`src/hdl/vpy_pkg.sv`:
```
// Shared types, constants and the arctangent table for the vector pitch/yaw block.
// Used by every module under hdl; depends on nothing else.
`timescale 1ns / 1ps
`default_nettype none

package vpy_pkg;

    // Default parameter values for the top level.
    localparam int COORD_WIDTH_DEF   = 16;
    localparam int ANGLE_WIDTH_DEF   = 16;
    localparam int CORDIC_STAGES_DEF = 16;

    // Coordinates carry 16 fraction bits and a few guard bits for CORDIC growth.
    localparam int FRAC_BITS  = 16;
    localparam int GUARD_BITS = 4;

    // Angle accumulator: 32 bits, full scale is one turn.
    localparam int ACC_W = 32;
    localparam logic [ACC_W-1:0] QUARTER_TURN     = 32'h4000_0000;
    localparam logic [ACC_W-1:0] NEG_QUARTER_TURN = 32'hC000_0000;

    // CORDIC gain in Q30, and the shift that leaves it with FRAC_BITS fraction bits.
    localparam logic [31:0] GAIN_Q30   = 32'd1768195363;
    localparam int          GAIN_SHIFT = 30 - FRAC_BITS;

    // atan(2^-i) in accumulator units, truncated.
    localparam logic [ACC_W-1:0] ATAN_TABLE [0:31] = '{
        32'h2000_0000, 32'h12E4_051D, 32'h09FB_385B, 32'h0511_11D4,
        32'h028B_0D43, 32'h0145_D7E1, 32'h00A2_F61E, 32'h0051_7C55,
        32'h0028_BE53, 32'h0014_5F2E, 32'h000A_2F98, 32'h0005_17CC,
        32'h0002_8BE6, 32'h0001_45F3, 32'h0000_A2F9, 32'h0000_517C,
        32'h0000_28BE, 32'h0000_145F, 32'h0000_0A2F, 32'h0000_0517,
        32'h0000_028B, 32'h0000_0145, 32'h0000_00A2, 32'h0000_0051,
        32'h0000_0028, 32'h0000_0014, 32'h0000_000A, 32'h0000_0005,
        32'h0000_0002, 32'h0000_0001, 32'h0000_0000, 32'h0000_0000
    };

    // Flags that ride along with each vector through the pipeline.
    typedef struct packed {
        logic zero;      // x, y and z all zero
        logic vertical;  // x and y both zero
        logic z_neg;     // z below zero
    } flags_t;

    localparam int FLAGS_W = $bits(flags_t);

endpackage

`default_nettype wire

```
`src/hdl/vpy_cordic_stage.sv`:
```
// One registered CORDIC vectoring iteration with a fixed shift, plus a side payload.
// Depends on vpy_pkg for the arctangent table.
`timescale 1ns / 1ps
`default_nettype none

module vpy_cordic_stage #(
    parameter int W         = 36,
    parameter int SIDE_W    = 8,
    parameter int STAGE_IDX = 0
) (
    input  wire                              aclk,
    input  wire                              aresetn,
    input  wire                              en,
    input  wire                              in_valid,
    input  wire  signed [W-1:0]              in_x,
    input  wire  signed [W-1:0]              in_y,
    input  wire  [vpy_pkg::ACC_W-1:0]        in_acc,
    input  wire  [SIDE_W-1:0]                in_side,
    output logic                             out_valid,
    output logic signed [W-1:0]              out_x,
    output logic signed [W-1:0]              out_y,
    output logic [vpy_pkg::ACC_W-1:0]        out_acc,
    output logic [SIDE_W-1:0]                out_side
);

    logic signed [W-1:0]        dx;
    logic signed [W-1:0]        dy;
    logic signed [W-1:0]        x_next;
    logic signed [W-1:0]        y_next;
    logic [vpy_pkg::ACC_W-1:0]  acc_next;

    logic                       valid_reg;
    logic signed [W-1:0]        x_reg;
    logic signed [W-1:0]        y_reg;
    logic [vpy_pkg::ACC_W-1:0]  acc_reg;
    logic [SIDE_W-1:0]          side_reg;

    assign dx = in_y >>> STAGE_IDX;
    assign dy = in_x >>> STAGE_IDX;

    always_comb begin
        if (!in_y[W-1]) begin
            x_next   = in_x + dx;
            y_next   = in_y - dy;
            acc_next = in_acc + vpy_pkg::ATAN_TABLE[STAGE_IDX];
        end else begin
            x_next   = in_x - dx;
            y_next   = in_y + dy;
            acc_next = in_acc - vpy_pkg::ATAN_TABLE[STAGE_IDX];
        end
    end

    always_ff @(posedge aclk) begin
        if (!aresetn) begin
            valid_reg <= 1'b0;
        end else if (en) begin
            valid_reg <= in_valid;
        end
    end

    always_ff @(posedge aclk) begin
        if (en) begin
            x_reg    <= x_next;
            y_reg    <= y_next;
            acc_reg  <= acc_next;
            side_reg <= in_side;
        end
    end

    assign out_valid = valid_reg;
    assign out_x     = x_reg;
    assign out_y     = y_reg;
    assign out_acc   = acc_reg;
    assign out_side  = side_reg;

endmodule

`default_nettype wire

```
`config.mk`:
```
export PLATFORM = sky130hd
export DESIGN_NAME = vpy_cordic_stage
export DESIGN_NICKNAME = d
export VERILOG_FILES = /design/src/hdl/vpy_pkg.sv /design/src/hdl/vpy_cordic_stage.sv
export SDC_FILE = /design/constraint.sdc
export NUM_CORES = 1
export LEC_CHECK = 0
export BUFFER_PORTS_ARGS = -buffer_cell sky130_fd_sc_hd__buf_2
export CAP_MARGIN = 20
export CORE_MARGIN = 4
export CORE_UTILIZATION = 35
export CTS_CLUSTER_SIZE = 28
export DETAILED_ROUTE_END_ITERATION = 7
export PLACE_DENSITY = 0.58
export REMOVE_ABC_BUFFERS = 1
export SETUP_SLACK_MARGIN = 0.3
export SLEW_MARGIN = 20
export SYNTH_ARGS = -nofsm -noshare
export SYNTH_HDL_FRONTEND = slang
export SYNTH_SLANG_ARGS = --single-unit
```
`constraint.sdc`:
```
create_clock -name aclk -period 4.28 [get_ports aclk]
set_clock_uncertainty 0.1 [all_clocks]
set_input_delay 0.642 -clock aclk [delete_from_list [all_inputs] [get_ports aclk]]
set_output_delay 0.642 -clock aclk [all_outputs]
set_load 0.01 [all_outputs]
```
== After elaboration in Yosys (flattened, before gate mapping) ==
Index checks and enable logic that the tools add are counted.

* Add/sub/neg operators: 5
* Multiplexer cells: 3

{| class="wikitable"
|+ Operator list
! operator !! count
|-
| $mux 36 || 2
|-
| $sub 36x36->36 || 2
|-
| $add 36x36->36 || 1
|-
| $add 32x30->32 const B || 1
|-
| $mux 32 || 1
|-
| $sub 32x30->32 const B || 1
|}

* Bits of input ports: 116
* Word-level logic and storage cells: 13
* Register bits after elaboration: 113
* Output and inout bits: 113

== Longest topological paths before layout ==
* Word-level depth: 2
* Depth in mapped cells: 13
* Depth with buffers taken out: 12

== Least setup slack after synthesis ==
Ideal clock, no wire load.

* Path type: in2reg
* Start point: input port in_x[0]
* End point: register x_reg[28], in the netlist out_x[28] (data pin)
* Stages: 11
* Buffers on the path: 0
* Data arrival time: 2.944 ns
* Setup time: 0.268 ns
* Slack: 0.968 ns
* Path through: ha_1 fa_1 nand2b_4 a221oi_4 o311a_4 a311oi_4 o221ai_4 a221oi_4 or4b_1 a31oi_1 xnor2_1

* Word-level cells in the longest chain between the ends: 2
* Elaborated cells between the ends (all ways): 3
* Those cells by class: add/sub (2); mux (1)

{| class="wikitable"
|+ RTL lines
! item !! line !! RTL
|-
| from (decl) || vpy_cordic_stage.sv:15 || <nowiki>input wire signed [W-1:0] in_x,</nowiki>
|-
| $add 36x36->36 / $sub 36x36->36 (equally long branches) || vpy_cordic_stage.sv:43, vpy_cordic_stage.sv:47 ||
|-
| $mux 36 * || vpy_cordic_stage.sv:42 || <nowiki>if (!in_y[W-1]) begin</nowiki>
|-
| via x_next[28] || vpy_cordic_stage.sv:28 || <nowiki>logic signed [W-1:0] x_next;</nowiki>
|-
| to (signal assigned) || vpy_cordic_stage.sv:63 || <nowiki>x_reg <= x_next;</nowiki>
|-
| to (decl) || vpy_cordic_stage.sv:33 || <nowiki>logic signed [W-1:0] x_reg;</nowiki>
|}

The timed path passes the listed nets; every way through them passes the cells marked *.
A chain may end at the register's enable or synchronous reset.

== Worst setup path in the final report ==
* Start point: input port in_x[5]
* End point: register y_reg[35], in the netlist out_y[35] (data pin)

* Word-level cells in the longest chain between the ends: 2
* Elaborated cells between the ends (all ways): 3
* Those cells by class: add/sub (2); mux (1)

{| class="wikitable"
|+ RTL lines
! item !! line !! RTL
|-
| $sub 36x36->36 / $add 36x36->36 (equally long branches) || vpy_cordic_stage.sv:44, vpy_cordic_stage.sv:48 ||
|-
| $mux 36 * || vpy_cordic_stage.sv:42 ||
|-
| via y_next[35] || vpy_cordic_stage.sv:29 || <nowiki>logic signed [W-1:0] y_next;</nowiki>
|-
| to (signal assigned) || vpy_cordic_stage.sv:64 || <nowiki>y_reg <= y_next;</nowiki>
|-
| to (decl) || vpy_cordic_stage.sv:34 || <nowiki>logic signed [W-1:0] y_reg;</nowiki>
|}

Marked as above.

==> impl_metrics.ini <==
[timing]
hold_viol = 0
finalCritPeriodShare_pct = 87.1
slew_violations = 0
tightest_slew_ns = 0.987
whs_ns = 0.348
relSlewSlack_pct = 34.1
tns_ns = 0
rsz0062_at_grt = false
fmax_mhz = 268
setup_viol = 0
final.min_clock_period_ns = 3.73

[grt]
grt_use_met3_pct = 3.27
grt.busiest_layer = met2
grt.met1_usage_pct = 28.9
use_met2_pct = 31.9
grt_max_degree = 70
grt_pass1_vias = 8756
grt_use_total_pct = 20.2
grt_pass1_wl_um = 49700
overflow = 0
antenna_found_initial = 1

[synthesis]
synth_area_leaders = edfxtp_1 (34%), ha_1 (13%), a21oi_1 (6.4%)
ys_async_sr_fraction_pct = 0
yosysTopAreaCellShare_pct = 33.8
synth_edf_count = 111
ys_ff_latch = 112
syn_inst = 1091
synth.distinct_cells = 82
synthFlopType = edfxtp_1
synth_top_area_cell = edfxtp_1
ys_warn_count = 0
syn_area_per_cell_um2 = 9.03
yosysSeqAreaShare_pct = 34.0
netlist_area_mm2 = 0.00985

[worst_hold_path]
min_path_type = in -> reg

[cells_and_area]
diodes = 0
area_growth_pct = 19.7
n_fill_cell = 2900
drive_gt1_share_pct = 22.8
final_nets = 1533
fin_area_mm2 = 0.0118

[job]
cap_violations = 0

[routing]
drc = 0
route.vias.total = 9114
via_per_inst = 5.39
drt_first_pass_iters = 6
drtIter0Drc = 838
wl_per_cell_um = 19.3
routed_wl_um = 32700
postRouteAntennaNets = 0

[worst_setup_path]
crit_arrival_ns = 3.75
critical_path.startpoint_type = primary input
regToRegSetupSlack_ns = 3.59
cp-end-kind = register
cp.required_ns = 4.31
cp_max_fo = 13
worstSetupPathType = in -> reg

[power_and_ir_drop]
pwr-share-comb_pct = 36.8
seqPwrFrac_pct = 38.4
clkPwrFrac_pct = 24.7
ir_drop_mv = 0.161
switching_share_pct = 37.2
power_density_mw_per_mm2 = 318
power.switching_uw = 1400
intPower_uw = 2360
p_leak_uw = 0.00527

[clocking]
holdBufCountCts = 0
cts_buffer_depth = 2
cts_tree = built
cts.repair.resized = 0
cts.reportedPaths.clkPinSlew_ns = 0.10
post-cts-setup-buffers = 0
clock_latency_ns = 0.36
cts.sinks = 112
cts_root_buffer = clkbuf_16
htreeDepth = 3
cts_buffers = 9

[die]
start_util_pct = 35.5
dieArea_mm2 = 0.0309
core_mm2 = 0.0278
rows = 61
fp.dieH_um = 176
die_x_um = 176
ios = 229

[place]
hpwl_um = 25700
placed_cell_area_mm2 = 0.0115
io_buffers = 228
gp_congestion = 0.927

[run_status]
status = finished clean
-- sequential cells by signal, indices dropped and copies added (netlist names) --
register / count
out_y: 35
out_side: 8
out_x: 36
out_valid: 1
out_acc: 32
-- final cells by class --
type                            instances  area [um2]  area share [%]
Tap cell                              378         473            4.01
Timing Repair Buffer                  256        1370            11.6
Inverter                              108         405            3.44
Clock inverter                          7        81.3           0.690
Sequential cell                       112        3350            28.4
Multi-Input combinational cell        821        5890            49.9
Clock buffer                            9         225            1.91
-- logic make-up (layout without fill, tap and decap cells) --
logic type               count (synthesis)  in the layout  synth area share [%]
multiplexers                            19             19                  1.94
buffers and inverters                  158            380                  6.20
XOR/XNOR                                70             70                  6.22
AND/OR/NAND/NOR                        268            268                  13.5
AO/OA/AOI/OAI                          355            355                  23.9
adder cells (fa/ha/maj)                109            109                  14.1
flip-flops                             112            112                  34.0
-- power groups by stage --
stage,Combinational (uW),Clock (uW),Sequential (uW)
6_report,1380,929,1440
3_3_place_gp,1360,0,1470
5_1_grt,1500,1010,1460
4_1_cts,1370,965,1450
3_5_place_dp,1360,0,1470
2_1_floorplan,732,0,1550
-- final timing paths --
kind | start | to | cells after the start
max reg2reg | out_valid$_SDFFE_PN0P_ | out_valid$_SDFFE_PN0P_ | 2
min reg2reg | out_valid$_SDFFE_PN0P_ | out_valid$_SDFFE_PN0P_ | 2
max | in_x[5] | out_y[35]$_DFFE_PP_ | 12
min | in_acc[24] | out_acc[24]$_DFFE_PP_ | 1
-- placed cells by master, fill, tap and decap left out, drive strengths merged, types with 7 or more instances in the layout --
cell    count
o211ai      7
nand2      59
a31oi       9
mux2i      18
nand2b     10
a211oi      8
a21oi     127
nor4       10
nor3       20
clkbuf      9
xnor2      58
ha        105
edfxtp    111
o31ai      10
a21o       35
nor2b      15
nand4      17
nor2       86
o21bai     34
o21a        9
xor2       12
nand3      14
inv       111
or2         7
and3        8
buf       256
o21ai      60
-- through the flow --
stage	util [%]	std cells	total power [uW]	worst slack, ns
global route	42.5	1691	3970	0.433
finish	42.5	1691	3760	0.552
CTS	42.5	1691	3790	0.744
global placement	41.4	1675	2830	0.371
detailed placement	41.4	1675	2840	0.334
floorplan	-	1041	2290	0.835
-- worst max-delay path, cell delays in order --
cell and delay (ns):
buf_2 0.10, inv_1 0.04, ha_1 0.56, and3_1 0.28
o21ai_0 0.11, o211ai_1 0.36, o21a_1 0.33, a311o_1 0.22
a21oi_1 0.14, o41ai_1 0.60, o31ai_1 0.18, xor2_1 0.18
-- routing by layer --
layer  vias up  routed length, um
li1       4354                  -
met1      4266              14800
met2       440              14600
met3        52               2540
met4         2                713
met5         -                 13
-- cell usage after synthesis, drive strengths merged (10+ instances only) --
cell and number:
nor3 20, nor2b 15, nand3 14, o21bai 34
nor2 86, a21o 35, edfxtp 111, o31ai 10
clkbuf 31, inv 107, nand4 17, xnor2 58
o21ai 60, ha 105, nand2b 10, xor2 12
nor4 10, mux2i 18, a21oi 127, nand2 59
buf 19
No activity file was read; power rests on OpenSTA's default activity.
