<file path="config.mk">
export PLATFORM = sky130hd
export DESIGN_NAME = vpy_finish
export DESIGN_NICKNAME = d
export VERILOG_FILES = /design/src/hdl/vpy_pkg.sv /design/src/hdl/vpy_finish.sv
export SDC_FILE = /design/constraint.sdc
export NUM_CORES = 1
export LEC_CHECK = 0
export ABC_AREA = 1
export BUFFER_PORTS_ARGS = -buffer_cell sky130_fd_sc_hd__buf_2
export CAP_MARGIN = 10
export CELL_PAD_IN_SITES_DETAIL_PLACEMENT = 1
export CELL_PAD_IN_SITES_GLOBAL_PLACEMENT = 2
export CORE_ASPECT_RATIO = 1.2
export CORE_MARGIN = 8
export CORE_UTILIZATION = 27
export DETAILED_ROUTE_END_ITERATION = 8
export PLACE_DENSITY_LB_ADDON = 0.2
export RECOVER_POWER = 100
export SETUP_SLACK_MARGIN = 0.2
export SYNTH_ARGS = -nofsm -noshare
export SYNTH_HDL_FRONTEND = slang
export SYNTH_SLANG_ARGS = --single-unit
</file>
<file path="constraint.sdc">
create_clock -name aclk -period 3.4 [get_ports aclk]
set_input_delay 0.68 -clock aclk [delete_from_list [all_inputs] [get_ports aclk]]
set_output_delay 0.68 -clock aclk [all_outputs]
set_load 0.01 [all_outputs]
</file>
<file path="src/hdl/vpy_pkg.sv">
// Shared types, constants and the arctangent table for the vector pitch/yaw block.
// Used by every module under hdl; depends on nothing else.
`timescale 1ns / 1ps
`default_nettype none

package vpy_pkg;

    // Default parameter values for the top level.
    localparam int COORD_WIDTH_DEF   = 16;
    localparam int ANGLE_WIDTH_DEF   = 16;
    localparam int CORDIC_STAGES_DEF = 16;

    // Coordinates carry 16 fraction bits and a few guard bits for CORDIC growth.
    localparam int FRAC_BITS  = 16;
    localparam int GUARD_BITS = 4;

    // Angle accumulator: 32 bits, full scale is one turn.
    localparam int ACC_W = 32;
    localparam logic [ACC_W-1:0] QUARTER_TURN     = 32'h4000_0000;
    localparam logic [ACC_W-1:0] NEG_QUARTER_TURN = 32'hC000_0000;

    // CORDIC gain in Q30, and the shift that leaves it with FRAC_BITS fraction bits.
    localparam logic [31:0] GAIN_Q30   = 32'd1768195363;
    localparam int          GAIN_SHIFT = 30 - FRAC_BITS;

    // atan(2^-i) in accumulator units, truncated.
    localparam logic [ACC_W-1:0] ATAN_TABLE [0:31] = '{
        32'h2000_0000, 32'h12E4_051D, 32'h09FB_385B, 32'h0511_11D4,
        32'h028B_0D43, 32'h0145_D7E1, 32'h00A2_F61E, 32'h0051_7C55,
        32'h0028_BE53, 32'h0014_5F2E, 32'h000A_2F98, 32'h0005_17CC,
        32'h0002_8BE6, 32'h0001_45F3, 32'h0000_A2F9, 32'h0000_517C,
        32'h0000_28BE, 32'h0000_145F, 32'h0000_0A2F, 32'h0000_0517,
        32'h0000_028B, 32'h0000_0145, 32'h0000_00A2, 32'h0000_0051,
        32'h0000_0028, 32'h0000_0014, 32'h0000_000A, 32'h0000_0005,
        32'h0000_0002, 32'h0000_0001, 32'h0000_0000, 32'h0000_0000
    };

    // Flags that ride along with each vector through the pipeline.
    typedef struct packed {
        logic zero;      // x, y and z all zero
        logic vertical;  // x and y both zero
        logic z_neg;     // z below zero
    } flags_t;

    localparam int FLAGS_W = $bits(flags_t);

endpackage

`default_nettype wire

</file>
<file path="src/hdl/vpy_finish.sv">
// Output stage: pitch clamp, special cases, angle rounding, output register and skid slot.
// Depends on vpy_pkg.
`timescale 1ns / 1ps
`default_nettype none

module vpy_finish #(
    parameter int ANGLE_WIDTH = vpy_pkg::ANGLE_WIDTH_DEF,
    parameter int DATA_W      = ((2 * ANGLE_WIDTH + 7) / 8) * 8
) (
    input  wire                           aclk,
    input  wire                           aresetn,
    output logic                          en,
    input  wire                           in_valid,
    input  wire  [vpy_pkg::ACC_W-1:0]     pitch_acc,
    input  wire  [vpy_pkg::ACC_W-1:0]     yaw_acc,
    input  wire  vpy_pkg::flags_t         flags,
    output logic                          m_axis_tvalid,
    input  wire                           m_axis_tready,
    output logic [DATA_W-1:0]             m_axis_tdata,   // pitch_angle, yaw_angle
    output logic [0:0]                    m_axis_tuser    // zero_vector
);

    localparam int AW  = ANGLE_WIDTH;
    localparam int RW  = 2 * AW + 1;
    localparam logic [vpy_pkg::ACC_W-1:0] ROUND_HALF =
        vpy_pkg::ACC_W'((64'd1 << (vpy_pkg::ACC_W - AW)) >> 1);

    logic [vpy_pkg::ACC_W-1:0] pitch_pre;
    logic [vpy_pkg::ACC_W-1:0] yaw_pre;
    logic [vpy_pkg::ACC_W-1:0] pitch_sum;
    logic [vpy_pkg::ACC_W-1:0] yaw_sum;
    logic [RW-1:0]             result_next;

    logic                      out_valid_reg;
    logic                      out_valid_next;
    logic [RW-1:0]             out_data_reg;
    logic [RW-1:0]             out_data_next;
    logic                      skid_valid_reg;
    logic                      skid_valid_next;
    logic [RW-1:0]             skid_data_reg;
    logic [RW-1:0]             skid_data_next;

    always_comb begin
        if (flags.zero) begin
            pitch_pre = '0;
            yaw_pre   = '0;
        end else if (flags.vertical) begin
            pitch_pre = flags.z_neg ? vpy_pkg::NEG_QUARTER_TURN : vpy_pkg::QUARTER_TURN;
            yaw_pre   = '0;
        end else begin
            yaw_pre = yaw_acc;
            if ($signed(pitch_acc) > $signed(vpy_pkg::QUARTER_TURN)) begin
                pitch_pre = vpy_pkg::QUARTER_TURN;
            end else if ($signed(pitch_acc) < $signed(vpy_pkg::NEG_QUARTER_TURN)) begin
                pitch_pre = vpy_pkg::NEG_QUARTER_TURN;
            end else begin
                pitch_pre = pitch_acc;
            end
        end
    end

    // Round half up: add half an output step and keep the top bits.
    assign pitch_sum   = pitch_pre + ROUND_HALF;
    assign yaw_sum     = yaw_pre + ROUND_HALF;
    assign result_next = {flags.zero,
                          yaw_sum[vpy_pkg::ACC_W-1 -: AW],
                          pitch_sum[vpy_pkg::ACC_W-1 -: AW]};

    // The pipeline only halts once the skid slot is taken, so the input side keeps
    // moving while a finished result waits in the output register.
    assign en = !skid_valid_reg;

    always_comb begin
        out_valid_next  = out_valid_reg;
        out_data_next   = out_data_reg;
        skid_valid_next = skid_valid_reg;
        skid_data_next  = skid_data_reg;
        if (skid_valid_reg) begin
            if (m_axis_tready) begin
                out_data_next   = skid_data_reg;
                skid_valid_next = 1'b0;
            end
        end else if (in_valid) begin
            if (!out_valid_reg || m_axis_tready) begin
                out_valid_next = 1'b1;
                out_data_next  = result_next;
            end else begin
                skid_valid_next = 1'b1;
                skid_data_next  = result_next;
            end
        end else if (m_axis_tready) begin
            out_valid_next = 1'b0;
        end
    end

    always_ff @(posedge aclk) begin
        if (!aresetn) begin
            out_valid_reg  <= 1'b0;
            skid_valid_reg <= 1'b0;
        end else begin
            out_valid_reg  <= out_valid_next;
            skid_valid_reg <= skid_valid_next;
        end
    end

    always_ff @(posedge aclk) begin
        out_data_reg  <= out_data_next;
        skid_data_reg <= skid_data_next;
    end

    assign m_axis_tvalid = out_valid_reg;
    assign m_axis_tdata  = DATA_W'(out_data_reg[2*AW-1:0]);
    assign m_axis_tuser  = out_data_reg[2*AW];

endmodule

`default_nettype wire

</file>
# Word-level counts from Yosys, hierarchy flattened
# Index checks and enable logic that the tools add are counted.
# totals
ff_bits	68
inputBits	71
# op_classes
n_lt_le_gt_ge	2
reduce_logical	9
eq_ne	2
bitwise_logic	2
addsub	2
mux	18
# ops
cell	n
32-bit 2-to-1 mux	7
33-bit 2-to-1 mux	4
32-bit by 16-bit adder with 32-bit output (second input constant)	2
32-bit > comparator (second input constant)	1
32-bit by 31-bit less-than comparator with 1-bit output (second input constant)	1
3-bit AND reduction	3
1-bit 2-to-1 mux	7
2-bit nonzero test	3
1-bit zero test	2
2-bit by 1-bit inequality test with 1-bit output (second input constant)	1
2-bit inequality test (second input constant)	1
1-bit NOT	2
1-bit logical OR	1

# Depth between registers and ports, before layout
# logic_depth
depth_word	9
depth_mapped	19
mapped_depth_nobuf	17

# Worst setup path after synthesis
# No wires, ideal clock.
# synth_timing
path_type	in2reg
startpoint	in m_axis_tready
endpoint	reg out_data_reg[0], enable pin
required_ns	2.931
cell_stages	2
path_slack_ns	-0.137
path_buffers	0
t_arrival_ns	3.068
cell_sequence	inv_1 > o21ai_0
# synth_via
elab_chain_cells	3
# synth_rtl
element	line_no	text
from (decl)	vpy_finish.sv:18	input wire m_axis_tready,
1-bit logical OR	vpy_finish.sv:84	if (!out_valid_reg || m_axis_tready) begin
2-bit nonzero test (no source line)	n/a	
3-bit AND reduction (no source line) (*)	n/a	
to (signal assigned)	vpy_finish.sv:107	out_data_reg <= out_data_next;
to (decl)	vpy_finish.sv:36	logic [RW-1:0] out_data_reg;
# Mark *: on every way between the ends. The rest lies on a longest branch, timed or not.
# A chain may end at the register's enable or synchronous reset.

# Worst setup path in the final report
# layout_timing
startpoint	in flags[2] in the netlist's numbering
endpoint	reg out_data_reg[27], data pin
# layout_via
elab_chain_cells	5
# layout_rtl
element	line_no	text
from (decl)	vpy_finish.sv:16	input wire vpy_pkg::flags_t flags,
32-bit 2-to-1 mux	vpy_finish.sv:44	if (flags.zero) begin
32-bit by 16-bit adder with 32-bit output	vpy_finish.sv:64	assign yaw_sum = yaw_pre + ROUND_HALF;
net yaw_sum (one bit)	vpy_finish.sv:31	logic [vpy_pkg::ACC_W-1:0] yaw_sum;
33-bit 2-to-1 mux	vpy_finish.sv:84	
33-bit 2-to-1 mux	vpy_finish.sv:83	end else if (in_valid) begin
33-bit 2-to-1 mux	vpy_finish.sv:78	if (skid_valid_reg) begin
net out_data_next[27]	vpy_finish.sv:37	logic [RW-1:0] out_data_next;
# The timed path passes the listed nets, and every way through them passes these cells. The select of a mux whose other input is x is not followed.

==> impl_metrics.py <==
metrics = {
    "status": {
        "status": "finished, violations left",
        "violations": "capacitance limit, slew limit",
    },
    "clock_network": {
        "clk-insertion-delay-late_ps": 330,
        "cts_root_buf": "clkbuf_16",
        "htreeDepth": 3,
        "clock_path_buffers": 2,
        "cts_tree": "built",
        "path_clk_slew_ps": 50,
        "post_cts_buffers": 0,
        "cts.sinks": 68,
        "numCtsBuffers": 9,
        "post_cts_resized": 0,
        "postCtsHoldBufs": 0,
    },
    "yosys": {
        "synth_nets": 524,
        "syn_avg_cell_area_um2": 8.470,
        "ys.flop_type": "edfxtp_1",
        "synth_cell_types": 32,
        "synth.area.top_cells": "edfxtp_1 52%, nand2_1 15%, inv_1 6.0%",
        "synth_top_area_share_pct": 51.88,
        "synth_fa_ha_area_share_pct": 0.6551,
        "synth_cells": 451,
        "yosys.area.top_type": "edfxtp_1",
        "synth_top_family_by_area": "simple AND/OR/NAND/NOR gates",
        "seq_area_frac_synth_pct": 52.93,
        "synth_compound_area_share_pct": 1.670,
        "synth_xor_area_share_pct": 3.865,
        "synth_area_um2": 3820,
        "yosys.area_share.simple_pct": 32.92,
        "synthArstFlopShare_pct": 0,
        "synth_edf_count": 66,
        "synth_mux_area_share_pct": 0,
        "ys_seq_elements": 68,
        "yosysWarnings": 0,
    },
    "detailed_routing": {
        "drtIter0Drc": 153,
        "ant_nets": 0,
        "dr.pass1.iters": 4,
        "vias_per_cell": 4.461,
        "post_drt_wl_per_cell_um": 14.69,
        "vias": 3221,
        "drc_errors": 0,
        "wirelength_mm": 10.61,
    },
    "global_routing": {
        "overflow": 0,
        "grt_max_degree": 37,
        "grt_pass1_vias": 3416,
        "grt_antenna_before_repair": 0,
        "grt.total_usage_pct": 11.80,
        "grt_pass1_wl_mm": 17.13,
    },
    "setup_path": {
        "cp_common_cell": "nand2_1",
        "critical-path-slowest-cell": "clkbuf_1",
        "r2r_cells": 5,
        "r2r-end": "out_data_reg[8]",
        "critPathMaxFanout": 11,
        "endpoint_kind": "register",
        "cp.required_ps": 3600,
        "arrival_ps": 3160,
        "cp_cell_sequence": "clkbuf_1, nor2_4, clkbuf_1, nand2_1, nor3_1, nand3_1, nor2_4, nand2_1, nor2_2, xor2_1, nand2_1, nand2_1",
        "critical_path.max_stage_delay_ps": 460,
        "r2r_slack_ps": 1060,
        "timing.rr.start": "skid_valid_reg",
        "criticalPathCategory": "in2reg",
        "cp-start-kind": "input port",
    },
    "layout": {
        "area_growth_pct": 22.93,
        "n_antenna_cell": 0,
        "regArea_um2": 2022,
        "layout.nets": 619,
        "multi_input_area_um2": 1456,
        "fillCellCount": 1681,
        "drive_above_1_share_pct": 16.33,
        "layout.cells.non_filler": 722,
    },
    "die": {
        "core-area_um2": 13820,
        "initial_core_util_pct": 27.64,
        "pin_count": 106,
        "die_x_um": 124.6,
        "row_count": 47,
        "chipHeight_um": 146.3,
        "die_area_um2": 18230,
    },
    "power": {
        "internal_power_uw": 1636,
        "power_density_nw_per_um2": 458.6,
        "combPwrFrac_pct": 10.4,
        "switchingPower_uw": 517.8,
        "power_frac_seq_pct": 45.8,
        "ir_drop_uv": 237.8,
        "p_sw_share_pct": 24.05,
        "clock_power_share_pct": 43.8,
        "power.leakage_uw": 0.002071,
    },
    "sta": {
        "rsz0062_at_grt": "false",
        "final.min_clock_period_ps": 2963,
        "fmaxAchievable_mhz": 337.6,
        "setup_slack_ps": 437.5,
        "slew_headroom_pct": -14.36,
        "setup_violations": 0,
        "fin_tns_setup_ps": 0,
        "min_period_over_period_pct": 87.13,
        "max_slew.worst_pin.slew_ps": 1704,
        "drv_slew": 16,
        "finalHoldViolCount": 0,
        "clock-skew-final_ps": 3.567,
    },
    "min_path": {
        "hold_path.class": "reg2reg",
        "min_path_cells": 2,
        "worstHoldStart": "skid_data_reg[4]",
        "min_to": "out_data_reg[4]",
    },
    "flow_run": {
        "maxCapViolCount": 1,
    },
    "placement": {
        "placedCellCount": 705,
        "dp_hpwl_mm": 7.925,
        "numPortBuffers": 90,
        "gp_congestion": 0.7655,
        "dp_slack_ps": 194.7,
    },
}
## power by group through the flow
stage               Clock, uW  Combinational, uW  Sequential [uW]
CTS                       976                238              987
global route              999                253              991
global placement            0                233             1000
detailed placement          0                236             1000
floorplan                   0                107             1020
finish                    943                223              987
## worst max path at each step
stage	from	to	cells past startpoint	slack (ps)
3_5_place_dp	pitch_acc[31]	out_data_reg[15]	18	190
2_1_floorplan	pitch_acc[31]	out_data_reg[15]	19	650
3_3_place_gp	pitch_acc[31]	out_data_reg[15]	18	290
6_report	flags[2]	out_data_reg[27]	12	440
5_1_grt	flags[2]	out_data_reg[27]	12	150
4_1_cts	pitch_acc[31]	out_data_reg[15]	18	550
## critical path: cells and delay by family
family	cells	cell delay (ps)
XOR/XNOR	1	230
buffers and inverters	2	730
AND/OR/NAND/NOR	9	1520
## cells in the mapped netlist (3+ instances only)
library cell	n
nand2_1	155
edfxtp_1	66
inv_1	61
nor2_1	50
nand3_1	30
and2_1	9
nand4_1	9
xor2_1	8
xnor2_1	7
nor3_1	6
o21ai_0	6
clkbuf_1	5
nor2_4	5
buf_1	3
nand2_2	3
nand3_2	3
## stage by stage
stage / hold slack (ps) / power [uW] / utilization, % / area (um^2)
after global routing: 543.1 / 2243 / 33.98 / 4696
after global placement: 502.0 / 1237 / 32.37 / 4473
after CTS: 526.4 / 2201 / 34.56 / 4776
after detailed placement: 510.6 / 1241 / 32.37 / 4473
after floorplan: 490.9 / 1129 / - / 3820
final: 523.2 / 2153 / 33.98 / 4696
## logic make-up (layout without fill, tap and decap cells)
group | Yosys count | after routing
simple gates | 279 | 279
buf+inv | 75 | 175
xor+xnor | 16 | 16
flops | 68 | 68
fa+ha+maj | 2 | 2
compound gates | 11 | 11
## per-layer routing
| layer | vias up | part of all wire, % | track usage, % |
|---|---|---|---|
| li1 | 1621 | - | - |
| met1 | 1519 | 43 | 12.82 |
| met2 | 68 | 50 | 21.20 |
| met3 | 13 | 4.7 | 2.535 |
| met4 | 0 | 1.6 | 5.794 |
| met5 | - | 0 | 0 |
## cell type report
type                       count  share of cell area, %
clock buffer                  10                  5.089
clock inverter                 6                  1.359
inverter                      63                  5.036
multi-input combinational    308                  31.02
sequential                    68                  43.06
tap                          171                  4.556
timing repair buffer          96                  9.885
## cell usage in the layout (no fill, tap or decap), types with 2 or more instances in the layout
| cell | Yosys | routed |
|---|---|---|
| nor2_1 | 50 | 49 |
| nor3_1 | 6 | 8 |
| buf_2 | 0 | 54 |
| dfxtp_1 | 2 | 2 |
| nand2_1 | 155 | 158 |
| a21oi_1 | 2 | 2 |
| nand4_1 | 9 | 9 |
| inv_1 | 61 | 61 |
| clkbuf_16 | 0 | 9 |
| and2_1 | 9 | 5 |
| nand3_1 | 30 | 32 |
| ha_1 | 2 | 2 |
| edfxtp_1 | 66 | 66 |
| nor2_4 | 5 | 6 |
| and2_0 | 0 | 4 |
| buf_4 | 2 | 3 |
| xnor2_1 | 7 | 7 |
| o21ai_0 | 6 | 5 |
| xor2_1 | 8 | 8 |
| clkbuf_1 | 5 | 37 |
| clkinv_2 | 0 | 2 |
| nor2_2 | 2 | 2 |
| clkinvlp_4 | 0 | 2 |
No activity file was read; power rests on OpenSTA's default activity.
