==> src/hdl/vpy_pkg.sv <==
// Shared types, constants and the arctangent table for the vector pitch/yaw block.
// Used by every module under hdl; depends on nothing else.
`timescale 1ns / 1ps
`default_nettype none

package vpy_pkg;

    // Default parameter values for the top level.
    localparam int COORD_WIDTH_DEF   = 16;
    localparam int ANGLE_WIDTH_DEF   = 16;
    localparam int CORDIC_STAGES_DEF = 16;

    // Coordinates carry 16 fraction bits and a few guard bits for CORDIC growth.
    localparam int FRAC_BITS  = 16;
    localparam int GUARD_BITS = 4;

    // Angle accumulator: 32 bits, full scale is one turn.
    localparam int ACC_W = 32;
    localparam logic [ACC_W-1:0] QUARTER_TURN     = 32'h4000_0000;
    localparam logic [ACC_W-1:0] NEG_QUARTER_TURN = 32'hC000_0000;

    // CORDIC gain in Q30, and the shift that leaves it with FRAC_BITS fraction bits.
    localparam logic [31:0] GAIN_Q30   = 32'd1768195363;
    localparam int          GAIN_SHIFT = 30 - FRAC_BITS;

    // atan(2^-i) in accumulator units, truncated.
    localparam logic [ACC_W-1:0] ATAN_TABLE [0:31] = '{
        32'h2000_0000, 32'h12E4_051D, 32'h09FB_385B, 32'h0511_11D4,
        32'h028B_0D43, 32'h0145_D7E1, 32'h00A2_F61E, 32'h0051_7C55,
        32'h0028_BE53, 32'h0014_5F2E, 32'h000A_2F98, 32'h0005_17CC,
        32'h0002_8BE6, 32'h0001_45F3, 32'h0000_A2F9, 32'h0000_517C,
        32'h0000_28BE, 32'h0000_145F, 32'h0000_0A2F, 32'h0000_0517,
        32'h0000_028B, 32'h0000_0145, 32'h0000_00A2, 32'h0000_0051,
        32'h0000_0028, 32'h0000_0014, 32'h0000_000A, 32'h0000_0005,
        32'h0000_0002, 32'h0000_0001, 32'h0000_0000, 32'h0000_0000
    };

    // Flags that ride along with each vector through the pipeline.
    typedef struct packed {
        logic zero;      // x, y and z all zero
        logic vertical;  // x and y both zero
        logic z_neg;     // z below zero
    } flags_t;

    localparam int FLAGS_W = $bits(flags_t);

endpackage

`default_nettype wire

==> src/hdl/vpy_prep.sv <==
// Input stage: quadrant pre-rotation, z scaling by the CORDIC gain and special-case flags.
// Depends on vpy_pkg.
`timescale 1ns / 1ps
`default_nettype none

module vpy_prep #(
    parameter int COORD_WIDTH = vpy_pkg::COORD_WIDTH_DEF,
    parameter int W           = COORD_WIDTH + vpy_pkg::FRAC_BITS + vpy_pkg::GUARD_BITS
) (
    input  wire                              aclk,
    input  wire                              aresetn,
    input  wire                              en,
    input  wire                              in_valid,
    input  wire  signed [COORD_WIDTH-1:0]    vec_x,
    input  wire  signed [COORD_WIDTH-1:0]    vec_y,
    input  wire  signed [COORD_WIDTH-1:0]    vec_z,
    output logic                             out_valid,
    output logic signed [W-1:0]              out_x,
    output logic signed [W-1:0]              out_y,
    output logic [vpy_pkg::ACC_W-1:0]        out_acc,
    output logic signed [W-1:0]              out_zs,
    output vpy_pkg::flags_t                  out_flags
);

    localparam int PROD_W = COORD_WIDTH + 32;

    logic signed [W-1:0]        xs;
    logic signed [W-1:0]        ys;
    logic signed [W-1:0]        x_next;
    logic signed [W-1:0]        y_next;
    logic [vpy_pkg::ACC_W-1:0]  acc_next;
    logic signed [PROD_W-1:0]   prod;
    logic signed [PROD_W-1:0]   prod_shifted;
    vpy_pkg::flags_t            flags_next;

    logic                       valid_reg;
    logic signed [W-1:0]        x_reg;
    logic signed [W-1:0]        y_reg;
    logic [vpy_pkg::ACC_W-1:0]  acc_reg;
    logic signed [W-1:0]        zs_reg;
    vpy_pkg::flags_t            flags_reg;

    assign xs = {{(W - COORD_WIDTH){vec_x[COORD_WIDTH-1]}}, vec_x} <<< vpy_pkg::FRAC_BITS;
    assign ys = {{(W - COORD_WIDTH){vec_y[COORD_WIDTH-1]}}, vec_y} <<< vpy_pkg::FRAC_BITS;

    // The vectoring pass starts from (y, x); a negative y is first turned a quarter
    // turn so that the pass begins in the right half plane.
    always_comb begin
        x_next   = ys;
        y_next   = xs;
        acc_next = '0;
        if (ys[W-1]) begin
            if (!xs[W-1]) begin
                x_next   = xs;
                y_next   = -ys;
                acc_next = vpy_pkg::QUARTER_TURN;
            end else begin
                x_next   = -xs;
                y_next   = ys;
                acc_next = vpy_pkg::NEG_QUARTER_TURN;
            end
        end
    end

    assign prod         = vec_z * $signed({1'b0, vpy_pkg::GAIN_Q30});
    assign prod_shifted = prod >>> vpy_pkg::GAIN_SHIFT;

    always_comb begin
        flags_next.vertical = (vec_x == '0) && (vec_y == '0);
        flags_next.zero     = flags_next.vertical && (vec_z == '0);
        flags_next.z_neg    = vec_z[COORD_WIDTH-1];
    end

    always_ff @(posedge aclk) begin
        if (!aresetn) begin
            valid_reg <= 1'b0;
        end else if (en) begin
            valid_reg <= in_valid;
        end
    end

    always_ff @(posedge aclk) begin
        if (en) begin
            x_reg     <= x_next;
            y_reg     <= y_next;
            acc_reg   <= acc_next;
            zs_reg    <= prod_shifted[W-1:0];
            flags_reg <= flags_next;
        end
    end

    assign out_valid = valid_reg;
    assign out_x     = x_reg;
    assign out_y     = y_reg;
    assign out_acc   = acc_reg;
    assign out_zs    = zs_reg;
    assign out_flags = flags_reg;

endmodule

`default_nettype wire

==> config.mk <==
export PLATFORM = sky130hd
export DESIGN_NAME = vpy_prep
export DESIGN_NICKNAME = d
export VERILOG_FILES = /design/src/hdl/vpy_pkg.sv /design/src/hdl/vpy_prep.sv
export SDC_FILE = /design/constraint.sdc
export NUM_CORES = 1
export LEC_CHECK = 0
export ABC_AREA = 1
export ABC_CLOCK_PERIOD_IN_PS = 14700
export BUFFER_PORTS_ARGS = -buffer_cell sky130_fd_sc_hd__buf_2
export CAP_MARGIN = 5
export CELL_PAD_IN_SITES_DETAIL_PLACEMENT = 0
export CELL_PAD_IN_SITES_GLOBAL_PLACEMENT = 1
export CORE_MARGIN = 4
export CORE_UTILIZATION = 35
export CTS_CLUSTER_SIZE = 25
export DETAILED_ROUTE_END_ITERATION = 8
export GPL_ROUTABILITY_DRIVEN = 0
export GPL_TIMING_DRIVEN = 1
export PLACE_DENSITY = 0.69
export RECOVER_POWER = 25
export SLEW_MARGIN = 20
export SYNTH_ARGS = -nofsm -noshare
export SYNTH_HDL_FRONTEND = slang
export SYNTH_SLANG_ARGS = --single-unit
==> constraint.sdc <==
create_clock -name aclk -period 14.7 [get_ports aclk]
set_input_delay 3.675 -clock aclk [delete_from_list [all_inputs] [get_ports aclk]]
set_output_delay 3.675 -clock aclk [all_outputs]
set_load 0.05 [all_outputs]
Word-level counts from Yosys, hierarchy flattened

Cells that the tools add are included.
Widths: inputs -> output; s select.

Flip-flop bits (word level): 142
Bits of input ports: 52
Output and inout port bits: 144
Word-level logic and storage cells: 26

Add/sub/neg operators: 2
$mul: 1
Muxes and demuxes: 5
Bitwise operators: 1
Reductions and logical operators: 7

Operators by type and width:

| kind                   | number |
|---|---|
| $mux 36                | 2 |
| $neg 32->36            | 2 |
| $mux 31                | 2 |
| $logic_not 16->1       | 3 |
| $mul 16x32->48 const B | 1 |
| $mux 32                | 1 |
| $logic_and 1x1->1      | 2 |
| $reduce_and 2->1       | 1 |
| $reduce_or 2->1        | 1 |
| $not 1->1              | 1 |

Longest topological paths before layout

Gate-level depths: netlist of the first run.

Word-level depth: 3
Depth in mapped cells: 25
Mapped depth without buffers: 25

Least setup slack after synthesis of the first run

No wires, ideal clock.

Path kind: input to register
Start point: in vec_z[14]
End point: reg zs_reg[27] (netlist: out_zs[27]), data pin
Setup time: 252 ps
Arrival: 8002 ps
Data required time: 14448 ps
Path slack: 6445 ps
Stages: 22
Path buffers: 0
Cell sequence: inv_1 > ha_1 > xor2_1 > ha_1 > or2_2 > fa_1 > inv_1 > fa_1 > fa_1 > inv_1 > fa_1 > ha_1 > nand2_1 > inv_1 > nand2_2 > inv_2 > a21oi_1 > nor2_1 > nor2_1 > nand2_1 > nand2_1 > nand2_1

Word-level cells in the longest chain between the ends: 1

Ends and longest elaborated chain:

| item                 | line           | source |
|---|---|---|
| start, declared      | vpy_prep.sv:16 | `input wire signed [COORD_WIDTH-1:0] vec_z,` |
| $mul 16x32->48       | vpy_prep.sv:65 | `assign prod = vec_z * $signed({1'b0, vpy_pkg::GAIN_Q30});` |
| via prod[41]         | vpy_prep.sv:32 | `logic signed [PROD_W-1:0] prod;` |
| end signal, assigned | vpy_prep.sv:87 | `zs_reg <= prod_shifted[W-1:0];` |
| end, declared        | vpy_prep.sv:40 | `logic signed [W-1:0] zs_reg;` |

The timed path passes the listed nets, and every way through them passes these cells.
A chain may end at the register's enable or synchronous reset.

Worst setup path after layout of the first run

Start point: in vec_z[15]
End point: reg zs_reg[24] (netlist: out_zs[24]), data pin

The elaborated chain is that of the path after synthesis.

==> results list, run 1 <==
* Die area: 0.0396 mm²
* Estimated wirelength of the detail-placed design: 32.2 mm
* Worst rel slew slack: -2.07
- TritonCTS built the clock tree.
* Starting utilization of the core area: 0.357
- For the final database, setup skew stands at 0 ns.
- Setup violations remaining at the end of the flow were counted as 0.
- Counting along the longest clock path gives a buffer depth of 2.
- The worst setup path is of the primary input to register kind.
- Sequential fraction of the synthesis area: 0.188
* CP dominant cell by count: sky130_fd_sc_hd__nand2_1
* Diode insertion count for antenna repair: 0
* Count of pins over their slew limit: 82
- Counting I/O delays and the setup requirement, the final critical path takes 8.87 ns.
* Clk Tree Root Cell: sky130_fd_sc_hd__clkbuf_16
- Arrival time at the worst endpoint: 8.97 ns
* Overflow after GRT: 0
* Status: complete, but fails checks
* Total number of vias: 9958
- Dividing the detail-routed wire length by the instance count gives 16.7 µm.
* Critical Path Max Stage Delay: 0.55 ns
* Depth of the most critical reg-to-reg path: 2
- Worst-path cell with the longest stage delay: sky130_fd_sc_hd__fa_1
* Setup TNS Final: 0 ns
* Violated checks: max-capacitance violations, max-slew violations
* Number of input and output port buffers inserted: 133
- Setup repair after global routing left no endpoint under its margin.
* Number of routed nets with antenna violations: 0
- Summed over all layers, the routed wires come to 36.7 mm.
- Share of final-layout standard cells stronger than drive strength 1: 0.119
- Fraction of met2 tracks used by global routing: 0.296
* Core Area: 0.0357 mm²
- Path type of the worst min-delay path: register to register
* Met1 Use GR: 0.270
- The number of antenna violations at the first check in global routing was 0.
* Slew of the pin with the lowest slew margin: 4.61 ns
- Total number of placement rows: 69
- Number of global-route vias before repair: 9808
- The Yosys step of the flow raised 0 warnings.
- Number of detailed-route iterations in the first pass: 5
* Type of destination of the critical path: register
- In this run the cell area measured after placement is 0.0137 mm².
- Library cells used by synthesis: 41
- Count of instances resized after the clock tree is built: 0
- For this design the top-level I/O count stands at 196.
- Counting every instance in the synthesized netlist gives 1603.
- Global route hottest layer: met2
- Counting the fill cells in the layout gives 3808.
* Clock-pin slew on the worst setup and hold paths: 0.06 ns
* Cell area after synthesis: 0.0128 mm²
- With fillers left out, the area of the finished cells amounts to 0.0140 mm².
* Gr usage total: 0.184
- Fmax: 113 MHz
- #FFs+latches synth: 80
- Measured along the x axis, the die boundary spans 199 µm.
- In this run the number of H-tree levels came out at 3.
* Cell count of the worst hold path: 2
- In the routed layout, each cell is associated on average with a via count of 4.53.
* TritonCTS Buffers: 9
* Largest net degree at the start of global routing: 82
* M3 GR Usage: 0.0217
* Clock sinks: 80
- Buffers inserted to repair hold after CTS numbered 0.
- Of all nets on the critical path, the largest fanout is 10.
* Crit share post-route: 0.604
- Count of endpoints failing hold in the final timing report: 0
- The later pin in the worst-skew pair is clocked with a latency of 0.35 ns.
- Drc violations: 0
- The first global-routing pass estimated 55.5 mm of wire.
* Critical path required time: 14.80 ns
- Net total in the final layout: 2111
* Syn-to-layout area delta: 9.54%
- The detailed router finished its first iteration with 540 violations.
* Synthesized area per cell: 7.96 µm²
- Die H: 199 µm
* Number of max-capacitance violations reported: 1
- Critical path launch point type: primary input
* Setup bufs post-CTS: 0
[cell type report]
| type | count | area (µm²) | area share |
|---|---|---|---|
| multi-input combinational | 1102 | 8540 | 0.611 |
| sequential | 80 | 2390 | 0.171 |
| inverter | 408 | 1530 | 0.110 |
| timing repair buffer | 133 | 661 | 0.0473 |
| tap | 461 | 577 | 0.0413 |
| clock buffer | 10 | 229 | 0.0164 |
| clock inverter | 6 | 45.0 | 0.00322 |
[logic make-up after synthesis]
| group | count (synthesis) | synth area share |
|---|---|---|
| AO/OA/AOI/OAI | 106 | 0.0451 |
| XOR/XNOR | 36 | 0.0247 |
| adder cells (fa/ha/maj) | 325 | 0.388 |
| buffers and inverters | 486 | 0.162 |
| flip-flops | 80 | 0.188 |
| other | 1 | 0.000294 |
| AND/OR/NAND/NOR | 569 | 0.192 |
[worst max-delay path: cells and delay by family]
kind | cells | cell delay, ns
fa+ha+maj | 7 | 3.01
simple gates | 10 | 1.05
buf+inv | 7 | 0.83
xor+xnor | 1 | 0.41
[sequential cells by signal, summed over array words and instances (netlist names)]
name,flops
out_valid,1
out_flags,3
out_zs,34
out_acc,2
out_x,20
out_y,20
[routing by layer]
layer | share of wire | vias up
met5 | 0 | -
met4 | 0.014 | 0
met3 | 0.043 | 26
met2 | 0.45 | 241
met1 | 0.49 | 4652
li1 | - | 5039
[final timing paths]
check | endpoint | slack [ns] | from
worst min register to register | out_valid | 0.56 | out_valid
worst max register to register | out_valid | 13.86 | out_valid
worst min-delay path | out_valid | 0.56 | out_valid
worst max-delay path | out_zs[24] | 5.83 | vec_z[15]
[synth_stat cells, drive strengths merged]
library cell | count | share of area
a21o | 1 | 0.00059
a21oi | 38 | 0.015
a31oi | 5 | 0.0025
and2 | 2 | 0.00098
buf | 69 | 0.040
clkbuf | 9 | 0.0026
clkinv | 3 | 0.00088
conb | 1 | 0.00029
dfxtp | 1 | 0.0016
edfxtp | 79 | 0.19
fa | 117 | 0.18
ha | 208 | 0.20
inv | 405 | 0.12
nand2 | 366 | 0.11
nand3 | 55 | 0.022
nand3b | 4 | 0.0033
nand4 | 12 | 0.0064
nor2 | 110 | 0.038
nor3 | 14 | 0.0059
nor3b | 1 | 0.00059
o211ai | 2 | 0.0012
o21a | 1 | 0.00059
o21ai | 46 | 0.018
o21bai | 7 | 0.0041
o22ai | 4 | 0.0020
o31ai | 1 | 0.00059
o41ai | 1 | 0.00069
or2 | 5 | 0.0025
xnor2 | 6 | 0.0041
xor2 | 30 | 0.021
[layout by cell type, fill, tap and decap left out, drive strengths merged, types with 30 or more instances in the layout]
| master | instances |
|---|---|
| a21oi | 38 |
| buf | 129 |
| conb | 66 |
| edfxtp | 79 |
| fa | 117 |
| ha | 208 |
| inv | 406 |
| nand2 | 366 |
| nand3 | 55 |
| nor2 | 110 |
| o21ai | 46 |
| xor2 | 30 |
[stage by stage]
stage | setup WS, ns | instances | util | hold WS, ns
after floorplan | 6.45 | 1668 | - | 0.753
after global placement | 5.75 | 2184 | 0.383 | 0.516
after detailed placement | 5.69 | 2184 | 0.383 | 0.546
after CTS | 6.07 | 2200 | 0.391 | 0.566
after global routing | 5.50 | 2200 | 0.391 | 0.585
final | 5.83 | 2200 | 0.391 | 0.559
Power of run 1 is not shown: default switching activity piles up to over one toggle a cycle in this logic, so the estimate is an artifact.
==> run 2: changes to the inputs <==
Settings changed: ABC_CLOCK_PERIOD_IN_PS 14700 to 8380.
Clock period 14.7 ns to 8.38 ns, I/O delays scaled along.
==> run 2 against run 1 <==
The flow still finishes with violations (max-capacitance violations, max-slew violations). Cell count did not move. Die area is the same. Worst hold slack lost 0.010 ns. Largest cell class unchanged.
==> results list, run 2 (synthesized netlist as in run 1, its figures left out) <==
- Sequential cell area in the final layout: 0.00239 mm² (unchanged)
* Most frequent cells in the layout: sky130_fd_sc_hd__inv_1 (387), sky130_fd_sc_hd__nand2_1 (349), sky130_fd_sc_hd__ha_1 (208)
- The maximum level of the CTS H-tree was 3 (unchanged).
- CP Class: primary input to register
- Total number of vias: 9943 (-0.15%)
- The area enclosed by the die boundary came to 0.0396 mm² (unchanged).
- The max-slew violation total from the final report came to 82 (unchanged).
* Number of flip-flops in the largest register: 34 (unchanged)
* Final clock skew: 0 ns (unchanged)
- Setup TNS Final: 0 ns (unchanged)
* Critical path launch point type: primary input
- The number of setup buffers added after CTS is 0 (unchanged).
* Number of detailed-route iterations in the first pass: 5 (unchanged)
- Gr usage total: 0.183 (-0.000969)
* Critical path peak fanout: 10 (unchanged)
- The peak per-stage delay on the critical path came to 0.55 ns (about the same).
* Hold buffer count at cts: 0 (unchanged)
- The number of fill cells came to 3772 (-0.95%).
- Initial DRC Count: 580 (+7.4%)
- Clock sinks: 80 (unchanged)
* Routed length per instance: 16.6 µm (-0.50%)
- Fmax: 138 MHz
- Number of global-route vias before repair: 9728 (-0.82%)
- The clock-pin slew on the worst setup and hold paths was 0.06 ns (about the same).
- Tmin final: 7.24 ns
- The post-layout net count came to 2111 (unchanged).
- The final routed wirelength across all metal layers is 36.5 mm (-0.50%).
* Status: complete, but fails checks
- Path type of the worst min-delay path: register to register
- The number of standard-cell rows in the floorplan came to 69 (unchanged).
- The signal on the critical path passes through clkbuf_1 -> inv_1 -> ha_1 -> xor2_1 -> ha_1 -> or2_2 -> fa_1 -> inv_1 -> fa_1 -> fa_1 -> inv_1 -> fa_1 -> ha_1 -> nand2_1 -> nor2_2 -> nand2_2 -> nor2_2 -> inv_1 -> nor2_1 -> nand2_1 -> nand4_1 -> nand2_1.
- Number of routed nets with antenna violations: 0 (unchanged)
- Worst rel slew slack: -2.05 (+0.0234)
* Overflow after GRT: 0 (unchanged)
- CTS tree: done
- The count of port buffers added during placement is 133 (unchanged).
* Most common cell after layout, fill and taps aside: sky130_fd_sc_hd__inv_1
* Num ports: 196 (unchanged)
- The worst setup path is captured at a register.
- RSZ-0062 raised after global routing: false
- X dimension of the die: 199 µm (unchanged)
- The maximum root-to-sink buffer count was 2 (unchanged).
- The detailed-route DRC error count came to 0 (unchanged).
- The first-pass GRT wire length came to 55.1 mm (-0.81%).
- The slew at the pin closest to its max-slew limit was 4.57 ns (-0.0351 ns).
- The arrival time reported for the critical path endpoint came to 7.35 ns (-1.62 ns).
* Multi-input logic area: 0.00854 mm² (unchanged)
- The share of final-layout standard cells stronger than drive strength 1 is 0.120 (+0.000575).
* Estimated wirelength of the detail-placed design: 32.1 mm (-0.36%)
- Syn-to-layout area delta: 9.75%
- Clk Tree Root Cell: sky130_fd_sc_hd__clkbuf_16
- Of the available clock period, the critical path in the final layout requires 0.864.
- The height of the chip was 199 µm (unchanged).
- Vias per cell: 4.52 (-0.15%)
* Initial antenna violation count: 0 (unchanged)
* Clock latency on the worst-skew pair: 0.34 ns (about the same)
* Starting utilization of the core area: 0.357 (unchanged)
* Largest net degree at the start of global routing: 82 (unchanged)
- Violated checks: max-capacitance violations, max-slew violations
* Number of max-capacitance violations reported: 1 (unchanged)
- Depth of the most critical reg-to-reg path: 2 (unchanged)
- The area of the core is 0.0357 mm² (unchanged).
- Diode insertion count for antenna repair: 0 (unchanged)
- The setup violation total in the final timing report is 0 (unchanged).
- TritonCTS Buffers: 9 (unchanged)
- Critical path required time: 8.49 ns (-6.31 ns)
* Count of instances resized after the clock tree is built: 0 (unchanged)
* Cell count of the worst hold path: 2 (unchanged)
* Count of endpoints failing hold in the final timing report: 0 (unchanged)
- The largest individual stage delay along the critical path comes from the cell sky130_fd_sc_hd__fa_1.
run 2: cell types whose count changed in the layout (fill, tap and decap cells not counted), sizes merged:
cell	before	now
bufinv	0	1
clkbuf	14	13
clkinv	7	5
clkinvlp	1	0
inv	406	409
run 2: layout make-up:
class | instances | share of cell area
clock inverter | 7 | 0.00545
multi-input combinational | 1102 | 0.610
clock buffer | 9 | 0.0161
tap | 461 | 0.0412
timing repair buffer | 133 | 0.0472
inverter | 408 | 0.109
sequential | 80 | 0.171
run 2: final timing paths:
kind | start | slack, ns | to
worst min register to register | out_valid | 0.55 | out_valid
worst min-delay path | out_valid | 0.55 | out_valid
worst max-delay path | vec_z[15] | 1.14 | out_zs[33]
worst max register to register | out_valid | 7.55 | out_valid
run 2: per-layer routing:
layer | part of all wire | track usage
met5 | 0 | 0
met2 | 0.45 | 0.294
met1 | 0.47 | 0.267
met3 | 0.055 | 0.0220
met4 | 0.018 | 0.0423
run 2: through the flow:
step / cell area [µm²] / utilization / std cells / setup slack [ns] / hold WS (ns)
floorplan: 13000 / - / 1668 / 1.71 / 0.753
global placement: 13700 / 0.383 / 2184 / 1.01 / 0.516
detailed placement: 13700 / 0.383 / 2184 / 0.987 / 0.548
CTS: 14000 / 0.392 / 2200 / 1.36 / 0.556
global route: 14000 / 0.392 / 2200 / 0.741 / 0.571
finish: 14000 / 0.392 / 2200 / 1.14 / 0.549
run 2: worst max-delay path: cells and delay by family:
kind                       cells  cell delay [ns]
and+or+nand+nor                9             1.28
xor gates and xnor gates       1             0.23
buffers and inverters          5             0.70
adders and majority gates      7             3.06
Power of run 2 is left out for the same reason.
